<file path="src/rtl/core/fbla_pkg.sv">
`timescale 1ns / 1ps
// ----------------------------------------------------------------------------
// fbla_pkg: shared types and constants of the block pool allocator
// Transaction layouts, operation and status codes, register indexes and the
// fixed widths of the index space, the counters and the byte offset.
// ----------------------------------------------------------------------------
package fbla_pkg;

    // Index space and field widths.
    localparam int INDEX_SPACE = 1024;
    localparam int INDEX_W     = 10;
    localparam int COUNT_W     = 11;
    localparam int OFFSET_W    = 22;
    localparam logic [OFFSET_W-1:0] OFFSET_MAX = 22'h3FFFFF;

    // Smallest block and smallest alignment; a power of two.
    localparam int LINK_BYTES = 8;

    // Effective block size width: up to 2^15 for the largest alignment code.
    localparam int SIZE_W = 17;

    // Configuration port.
    localparam int CFG_IDX_W  = 1;
    localparam int CFG_DATA_W = 13;
    localparam int ALIGN_W    = 4;

    localparam logic [CFG_IDX_W-1:0] CFG_BLOCK_SIZE = 1'd0;
    localparam logic [CFG_IDX_W-1:0] CFG_ALIGN      = 1'd1;

    // Operation codes; the last one is unassigned and does nothing.
    localparam logic [1:0] FUNC_ALLOC  = 2'd0;
    localparam logic [1:0] FUNC_FREE   = 2'd1;
    localparam logic [1:0] FUNC_RESET  = 2'd2;
    localparam logic [1:0] FUNC_UNUSED = 2'd3;

    // Status codes.
    localparam logic [1:0] STATUS_OK            = 2'd0;
    localparam logic [1:0] STATUS_OUT_OF_BLOCKS = 2'd1;
    localparam logic [1:0] STATUS_FOREIGN       = 2'd2;
    localparam logic [1:0] STATUS_NONE_OUT      = 2'd3;

    // Request transaction.
    typedef struct packed {
        logic [1:0]         func;
        logic [INDEX_W-1:0] block_index;
        logic               block_null;
    } req_item_t;

    // Response transaction.
    typedef struct packed {
        logic [1:0]          status;
        logic [INDEX_W-1:0]  granted_index;
        logic [OFFSET_W-1:0] byte_offset;
        logic [COUNT_W-1:0]  used_count;
        logic [COUNT_W-1:0]  peak_count;
        logic [COUNT_W-1:0]  total_blocks;
    } rsp_item_t;

    // Result of the free list controller, without the byte offset.
    typedef struct packed {
        logic [1:0]         status;
        logic [INDEX_W-1:0] granted_index;
        logic [COUNT_W-1:0] used_count;
        logic [COUNT_W-1:0] peak_count;
        logic [COUNT_W-1:0] total_blocks;
    } fl_result_t;

    // Free list sequencer states.
    typedef enum logic [1:0] {
        FL_LINK,
        FL_IDLE,
        FL_ISSUE,
        FL_EXEC
    } fl_state_t;

endpackage

</file>
<file path="src/rtl/core/fbla_offset.sv">
`timescale 1ns / 1ps
// ----------------------------------------------------------------------------
// fbla_offset: byte offset of a granted block
// Derives the effective block size from the configured request and alignment
// and multiplies it by the granted index, saturating to the offset width.
// ----------------------------------------------------------------------------
module fbla_offset (
    input  logic [fbla_pkg::CFG_DATA_W-1:0] block_size_request,
    input  logic [fbla_pkg::ALIGN_W-1:0]    align_log2,
    input  logic [fbla_pkg::INDEX_W-1:0]    granted_index,
    output logic [fbla_pkg::OFFSET_W-1:0]   byte_offset
);

    localparam int PROD_W = fbla_pkg::INDEX_W + fbla_pkg::SIZE_W;

    logic [fbla_pkg::SIZE_W-1:0] align_bytes;
    logic [fbla_pkg::SIZE_W-1:0] size_min;
    logic [fbla_pkg::SIZE_W-1:0] size_up;
    logic [fbla_pkg::SIZE_W-1:0] eff_size;
    logic [PROD_W-1:0]           product;

    // Effective alignment and size, both at least one link wide.
    always_comb
    begin
        align_bytes = fbla_pkg::SIZE_W'(1) << align_log2;
        if (align_bytes < fbla_pkg::SIZE_W'(fbla_pkg::LINK_BYTES))
        begin
            align_bytes = fbla_pkg::SIZE_W'(fbla_pkg::LINK_BYTES);
        end
        size_min = fbla_pkg::SIZE_W'(block_size_request);
        if (size_min < fbla_pkg::SIZE_W'(fbla_pkg::LINK_BYTES))
        begin
            size_min = fbla_pkg::SIZE_W'(fbla_pkg::LINK_BYTES);
        end
        // The alignment is a power of two, so rounding up is an add and a mask.
        size_up  = size_min + align_bytes - fbla_pkg::SIZE_W'(1);
        eff_size = size_up & ~(align_bytes - fbla_pkg::SIZE_W'(1));
    end

    // Offset multiply with saturation.
    always_comb
    begin
        product = PROD_W'(granted_index) * PROD_W'(eff_size);
        if (product > PROD_W'(fbla_pkg::OFFSET_MAX))
        begin
            byte_offset = fbla_pkg::OFFSET_MAX;
        end
        else
        begin
            byte_offset = product[fbla_pkg::OFFSET_W-1:0];
        end
    end

endmodule

</file>
<file path="config.mk">
export PLATFORM = sky130hd
export DESIGN_NAME = fbla_offset
export DESIGN_NICKNAME = d
export VERILOG_FILES = /design/src/rtl/core/fbla_pkg.sv /design/src/rtl/core/fbla_offset.sv
export SDC_FILE = /design/constraint.sdc
export NUM_CORES = 1
export LEC_CHECK = 0
export BUFFER_PORTS_ARGS = -buffer_cell sky130_fd_sc_hd__buf_2
export CAP_MARGIN = 30
export CORE_AREA = 2 2 139 141
export DETAILED_ROUTE_END_ITERATION = 6
export DIE_AREA = 0 0 141 143
export PLACE_DENSITY = 0.53
export SLEW_MARGIN = 20
export SYNTH_ARGS = -nofsm -noshare
export SYNTH_HDL_FRONTEND = slang
export SYNTH_SLANG_ARGS = --single-unit
</file>
<file path="constraint.sdc">
create_clock -name vclk -period 7.39
set_clock_uncertainty 0.15 [all_clocks]
set_input_delay 0 -clock vclk [all_inputs]
set_output_delay 0 -clock vclk [all_outputs]
set_load 0.05 [all_outputs]
</file>
==> results.txt, run 1 <==
----------------------------------------------------
[Outcome]
  Violations in the final reports ... setup timing
  Outcome ... finished with violations

[Hold path]
  Cell depth of the worst hold path ... 7
  Worst hold endpoint ... byte_offset[5]
  Worst hold-check path type ... in2out
  Startpoint of the lowest-slack hold path ... granted_index[0]

[Layout]
  Nets@finish ... 1,322
  Total of clock buffers placed in the layout ... 0
  Area delta synth->final ... 36.5%
  Register cell area after layout ... 0 µm²
  Diodes inserted ... 0
  Share of final-layout standard cells stronger than drive strength 1 ... 28.0%
  Number of sequential cells ... 0

[Synthesis]
  Instance count of the mapped netlist ... 870
  Syn avg cell area ... 8.00 µm²
  Synthesis warning total ... 0
  Cell taking the most area after synthesis ... fa_1
  Sequential-to-total area share from yosys stat ... 0%
  Area share of the leading cell type in the synthesized netlist ... 34.2%
  Main area contributors after synthesis ... fa_1 (34%), ha_1 (17%), inv_1 (9.5%), and2_1 (5.9%), nand2_1 (5.2%)
  Number of distinct library cells after synthesis ... 58
  Synth Cell Area ... 6960 µm²

[Timing]
  Number of slew-limit violations in the final report ... 0
  Total setup violations reported at the end of the flow ... 22
  Final worst path period need ... 8.10 ns
  Tightest Pin Transition ... 0.690 ns
  Count of endpoints failing hold in the final timing report ... 0
  Worst path setup slack after routing ... -0.715 ns
  RSZ-0062 raised after global routing ... yes
  FMAX ... 123 MHz
  Worst Hold Margin ... 0.969 ns
  Final Cycle Share ... 110%
  Worst rel slew slack ... 53.9%

[Placed design]
  DP Wirelength ... 15,000 µm
  Placer congestion estimate ... 0.872
  Quantity of I/O buffers inserted on ports ... 49

[Drt]
  Average routed wire per standard cell ... 13.7 µm
  Iteration-0 DRC Markers ... 244
  Total DRC errors in the routed layout ... 0
  Total number of vias ... 6,470
  Drt first pass iters ... 4
  Post-Route WL ... 18,100 µm
  Via count normalized by instance count ... 4.92
  Remaining antenna violation count ... 0

[Global route]
  GRT Overall Usage ... 18.3%
  Pin count of the biggest net entering global routing ... 22
  Vias in the first global route ... 6,417
  Initial antenna violation count ... 0
  Wire length of the first global-routing pass ... 30,700 µm
  Total grt overflow ... 0

[Clock tree]
  Hold-fix buffer count after cts ... 0

[Setup path]
  Slowest stage cell, crit path ... fa_1
  Most common cell on crit path ... fa_1
  Worst Setup Start Kind ... primary input
  CP arrival ... 7.95 ns
  Critical path data required time ... 7.24 ns
  Category of cells accounting for the largest share of critical-path delay ... adder cells
  Max incr delay on CP ... 0.54 ns
  Worst path buffer plus inverter count ... 10
  Endpoint class of the critical path ... output port
  Worst setup path category ... in2out
  Largest fanout of any net on the critical path ... 6

[Die]
  Core Footprint ... 18,600 µm²
  Initial Utilization ... 37.5%
  Height of the chip ... 143 µm
  Number of primary I/O pins ... 49
  Die X ... 141 µm
  # rows ... 50
  Die Area ... 20,200 µm²

[Flow run]
  Max cap viols ... 0

----------------------------------------------------
placed cells by master (no fill, tap or decap), types with 4 or more instances in the layout:
| master | count |
|---|---|
| buf_4 | 170 |
| xnor2_1 | 19 |
| ha_4 | 10 |
| buf_8 | 6 |
| nor2_1 | 23 |
| and3_1 | 27 |
| inv_1 | 172 |
| xor2_1 | 13 |
| nand3_4 | 4 |
| ha_1 | 80 |
| inv_2 | 4 |
| and2_1 | 65 |
| o211ai_1 | 4 |
| a21oi_2 | 5 |
| nand3_1 | 25 |
| nand2b_1 | 6 |
| o21ai_0 | 19 |
| nand2_1 | 94 |
| buf_2 | 23 |
| conb_1 | 13 |
| a21o_1 | 9 |
| fa_1 | 117 |
| nor2b_1 | 11 |
| o31ai_1 | 4 |
| a31oi_1 | 4 |
| a21oi_1 | 31 |
| nand3_2 | 11 |
| buf_6 | 23 |
| nor3_1 | 8 |
metrics by stage:
stage          setup TNS (ns)  cells  cell area (µm²)  setup slack [ns]  utilization (%)
2_1_floorplan           -8.07    881             7120            -0.404                -
3_3_place_gp           -17.75   1298             8760            -0.819             47.1
3_5_place_dp           -19.49   1298             8760            -0.905             47.1
4_1_cts                -12.77   1310             9220            -0.609             49.6
5_1_grt                -20.89   1316             9500            -0.987             51.1
6_report               -14.97   1316             9500            -0.715             51.1
layer usage:
metal / track usage, % / wire (µm)
met5: 0 / 0
met4: 0.789 / 71
met3: 0.570 / 370
met1: 27.1 / 8660
met2: 31.5 / 8970
cell type report:
type,count,area [µm²]
Inverter,176,661
Fill cell,1771,9080
Timing Repair Buffer,228,1880
Multi-Input combinational cell,678,6670
Tap cell,234,293
synthesized netlist by cell type, drive strengths merged, types with 9 or more instances:
library cell  number
inv              176
xor2              13
nor2              26
nor2b             11
nand2             97
clkbuf            23
and2              68
nand3             40
ha                92
o21ai             23
fa               119
a21oi             38
nor3              10
and3              28
a21o               9
xnor2             19
logic make-up (layout without fill, tap and decap cells):
family,count (synthesis),after routing,synth area share (%)
simple gates,300,300,21.9
fa+ha+maj,211,211,50.8
buf+inv,203,404,11.2
compound gates,119,119,11.5
xor+xnor,32,32,4.03
mux,3,3,0.503
other cells,2,13,0.108
how the worst max path moves through the flow:
stage                                     start              end  slack, ns  depth (start not counted)
after floorplan           block_size_request[5]   byte_offset[2]      -0.40                         32
after global placement    block_size_request[6]   byte_offset[4]      -0.82                         34
final                     block_size_request[9]   byte_offset[1]      -0.71                         37
after global routing      block_size_request[9]  byte_offset[20]      -0.99                         38
after CTS                 block_size_request[9]   byte_offset[1]      -0.61                         36
after detailed placement  block_size_request[6]   byte_offset[1]      -0.91                         34
tightest hold or removal path, delay by kind of cell:
kind	cells	cell delay (ns)
adder cells (fa/ha/maj)	2	0.35
buffers and inverters	2	0.41
XOR/XNOR	1	0.10
AND/OR/NAND/NOR	2	0.26
what timing repair did:
item                       in CTS  in global routing
pin swaps                      15                 14
buffers inserted               10                  7
gates cloned                    2                  1
gates resized for setup        80                 42
setup endpoints to repair      22                 22
Power of run 1 is left out: the tool's default activity adds up to more than one toggle a clock period on the data nets, which glitch-free logic cannot reach.
==> run 2, diff against run 1 <==
CORE_AREA = 4 4 141 143   (was 2 2 139 141)
DIE_AREA = 0 0 145 147   (was 0 0 141 143)
==> results.txt, run 2 (synthesized netlist as in run 1, its figures left out) <==
----------------------------------------------------
[Outcome]
  Outcome ... finished with violations
  Violations in the final reports ... setup timing

[Die]
  Height of the chip ... 147 µm (+2.8%)
  Number of primary I/O pins ... 49 (unchanged)
  Initial Utilization ... 37.5% (unchanged)
  Core Footprint ... 18,600 µm² (unchanged)
  # rows ... 50 (unchanged)
  Die Area ... 21,300 µm² (+5.7%)
  Die X ... 145 µm (+2.8%)

[Placed design]
  DP Wirelength ... 15,200 µm (+1.5%)
  Place WS ... -0.912 ns (-0.00716 ns)
  Placer congestion estimate ... 0.840 (-3.6%)
  Quantity of I/O buffers inserted on ports ... 49 (unchanged)

[Layout]
  Area delta synth->final ... 36.3%
  Most common cell after layout, fill and taps aside ... inv_1
  Nets@finish ... 1,316 (-0.45%)
  Diodes inserted ... 0 (unchanged)
  Register cell area after layout ... 0 µm² (unchanged)
  Share of final-layout standard cells stronger than drive strength 1 ... 27.3% (-0.68 points)
  Total of clock buffers placed in the layout ... 0 (unchanged)
  Number of sequential cells ... 0 (unchanged)
  Finished Core Util ... 51.1% (-0.074 points)
  Most frequent cells in the layout ... inv_1 (172), buf_4 (161), fa_1 (118)

[Drt]
  Total number of vias ... 6,485 (+0.23%)
  Post-Route WL ... 18,400 µm (+1.7%)
  Remaining antenna violation count ... 0 (unchanged)
  Iteration-0 DRC Markers ... 285 (+17%)
  Drt first pass iters ... 5 (+1)
  Total DRC errors in the routed layout ... 0 (unchanged)
  Via count normalized by instance count ... 4.95 (+0.69%)
  Average routed wire per standard cell ... 14.0 µm (+2.2%)

[Setup path]
  Critical path data required time ... 7.24 ns (about the same)
  Largest fanout of any net on the critical path ... 6 (unchanged)
  Slowest stage cell, crit path ... fa_1
  Endpoint class of the critical path ... output port
  Most common cell on crit path ... fa_1
  Worst setup path category ... in2out
  Max incr delay on CP ... 0.54 ns (about the same)
  CP arrival ... 7.97 ns (+0.02 ns)
  Worst Setup Start Kind ... primary input

[Global route]
  Pin count of the biggest net entering global routing ... 17 (-23%)
  GRT Overall Usage ... 16.7% (-1.5 points)
  Global-route track usage on met2 ... 29.9% (-1.6 points)
  Grt met3 use ... 0.401% (-0.17 points)
  Total grt overflow ... 0 (unchanged)
  Global-route layer with the greatest usage ... met2
  Global routing usage on met1 ... 24.0% (-3.1 points)
  Wire length of the first global-routing pass ... 30,700 µm (about the same)
  Initial antenna violation count ... 0 (unchanged)
  Vias in the first global route ... 6,437 (+0.31%)

[Timing]
  Worst path setup slack after routing ... -0.731 ns (-0.0164 ns)
  Count of endpoints failing hold in the final timing report ... 0 (unchanged)
  Number of slew-limit violations in the final report ... 0 (unchanged)
  RSZ-0062 raised after global routing ... yes
  Final worst path period need ... 8.12 ns (+0.0164 ns)
  Worst rel slew slack ... 50.6% (-3.3 points)
  FMAX ... 123 MHz (-0.20%)
  Final Cycle Share ... 110% (+0.22 points)
  Final-layout setup total negative slack ... -15.73 ns (-0.759 ns)
  Total setup violations reported at the end of the flow ... 22 (unchanged)
  Tightest Pin Transition ... 0.739 ns (+0.0491 ns)

[Clock tree]
  Hold-fix buffer count after cts ... 0 (unchanged)

[Hold path]
  Worst hold-check path type ... in2out

[Flow run]
  Max cap viols ... 0 (unchanged)

----------------------------------------------------
[run 2: what timing repair did]
action                     in CTS  in global routing
setup endpoints to repair      22                 22
hold endpoints to repair        0                  0
buffers inserted               10                  3
pin swaps                       6                 17
resized for setup              81                 42
cloned                          3                  2
[run 2: final cells by class]
class                           instances  area [µm²]
Timing Repair Buffer                  222        1890
Tap cell                              234         293
Fill cell                            1842        9090
Inverter                              176         661
Multi-Input combinational cell        678        6640
[run 2: metrics by stage]
step	hold WS [ns]	cells	cell area, µm²
global route	1.10	1310	9490
global placement	1.07	1292	8730
floorplan	0.699	881	7120
detailed placement	1.09	1292	8730
CTS	0.997	1305	9190
finish	0.971	1310	9490
[run 2: critical path: cells and delay by family]
family | cells | cell delay [ns]
adders and majority gates | 8 | 3.22
muxes | 1 | 0.33
buffers and inverters | 9 | 0.90
and+or+nand+nor | 8 | 1.15
xor gates and xnor gates | 1 | 0.20
AOI/OAI and AO/OA | 9 | 2.18
[run 2: per-layer routing]
metal / wire [µm] / share of wire (%) / vias to the layer above
met4: 104 / 0.57 / 0
met1: 8680 / 47 / 3200
li1: - / - / 3194
met2: 9120 / 50 / 85
met5: 0 / 0 / -
met3: 468 / 2.5 / 6
[run 2: path summary, 6_finish.rpt]
check	startpoint	end	slack, ns	cells after the start
setup / recovery	block_size_request[6]	byte_offset[2]	-0.73	36
hold / removal	granted_index[0]	byte_offset[5]	0.97	7
Power of run 2 is left out for the same reason.
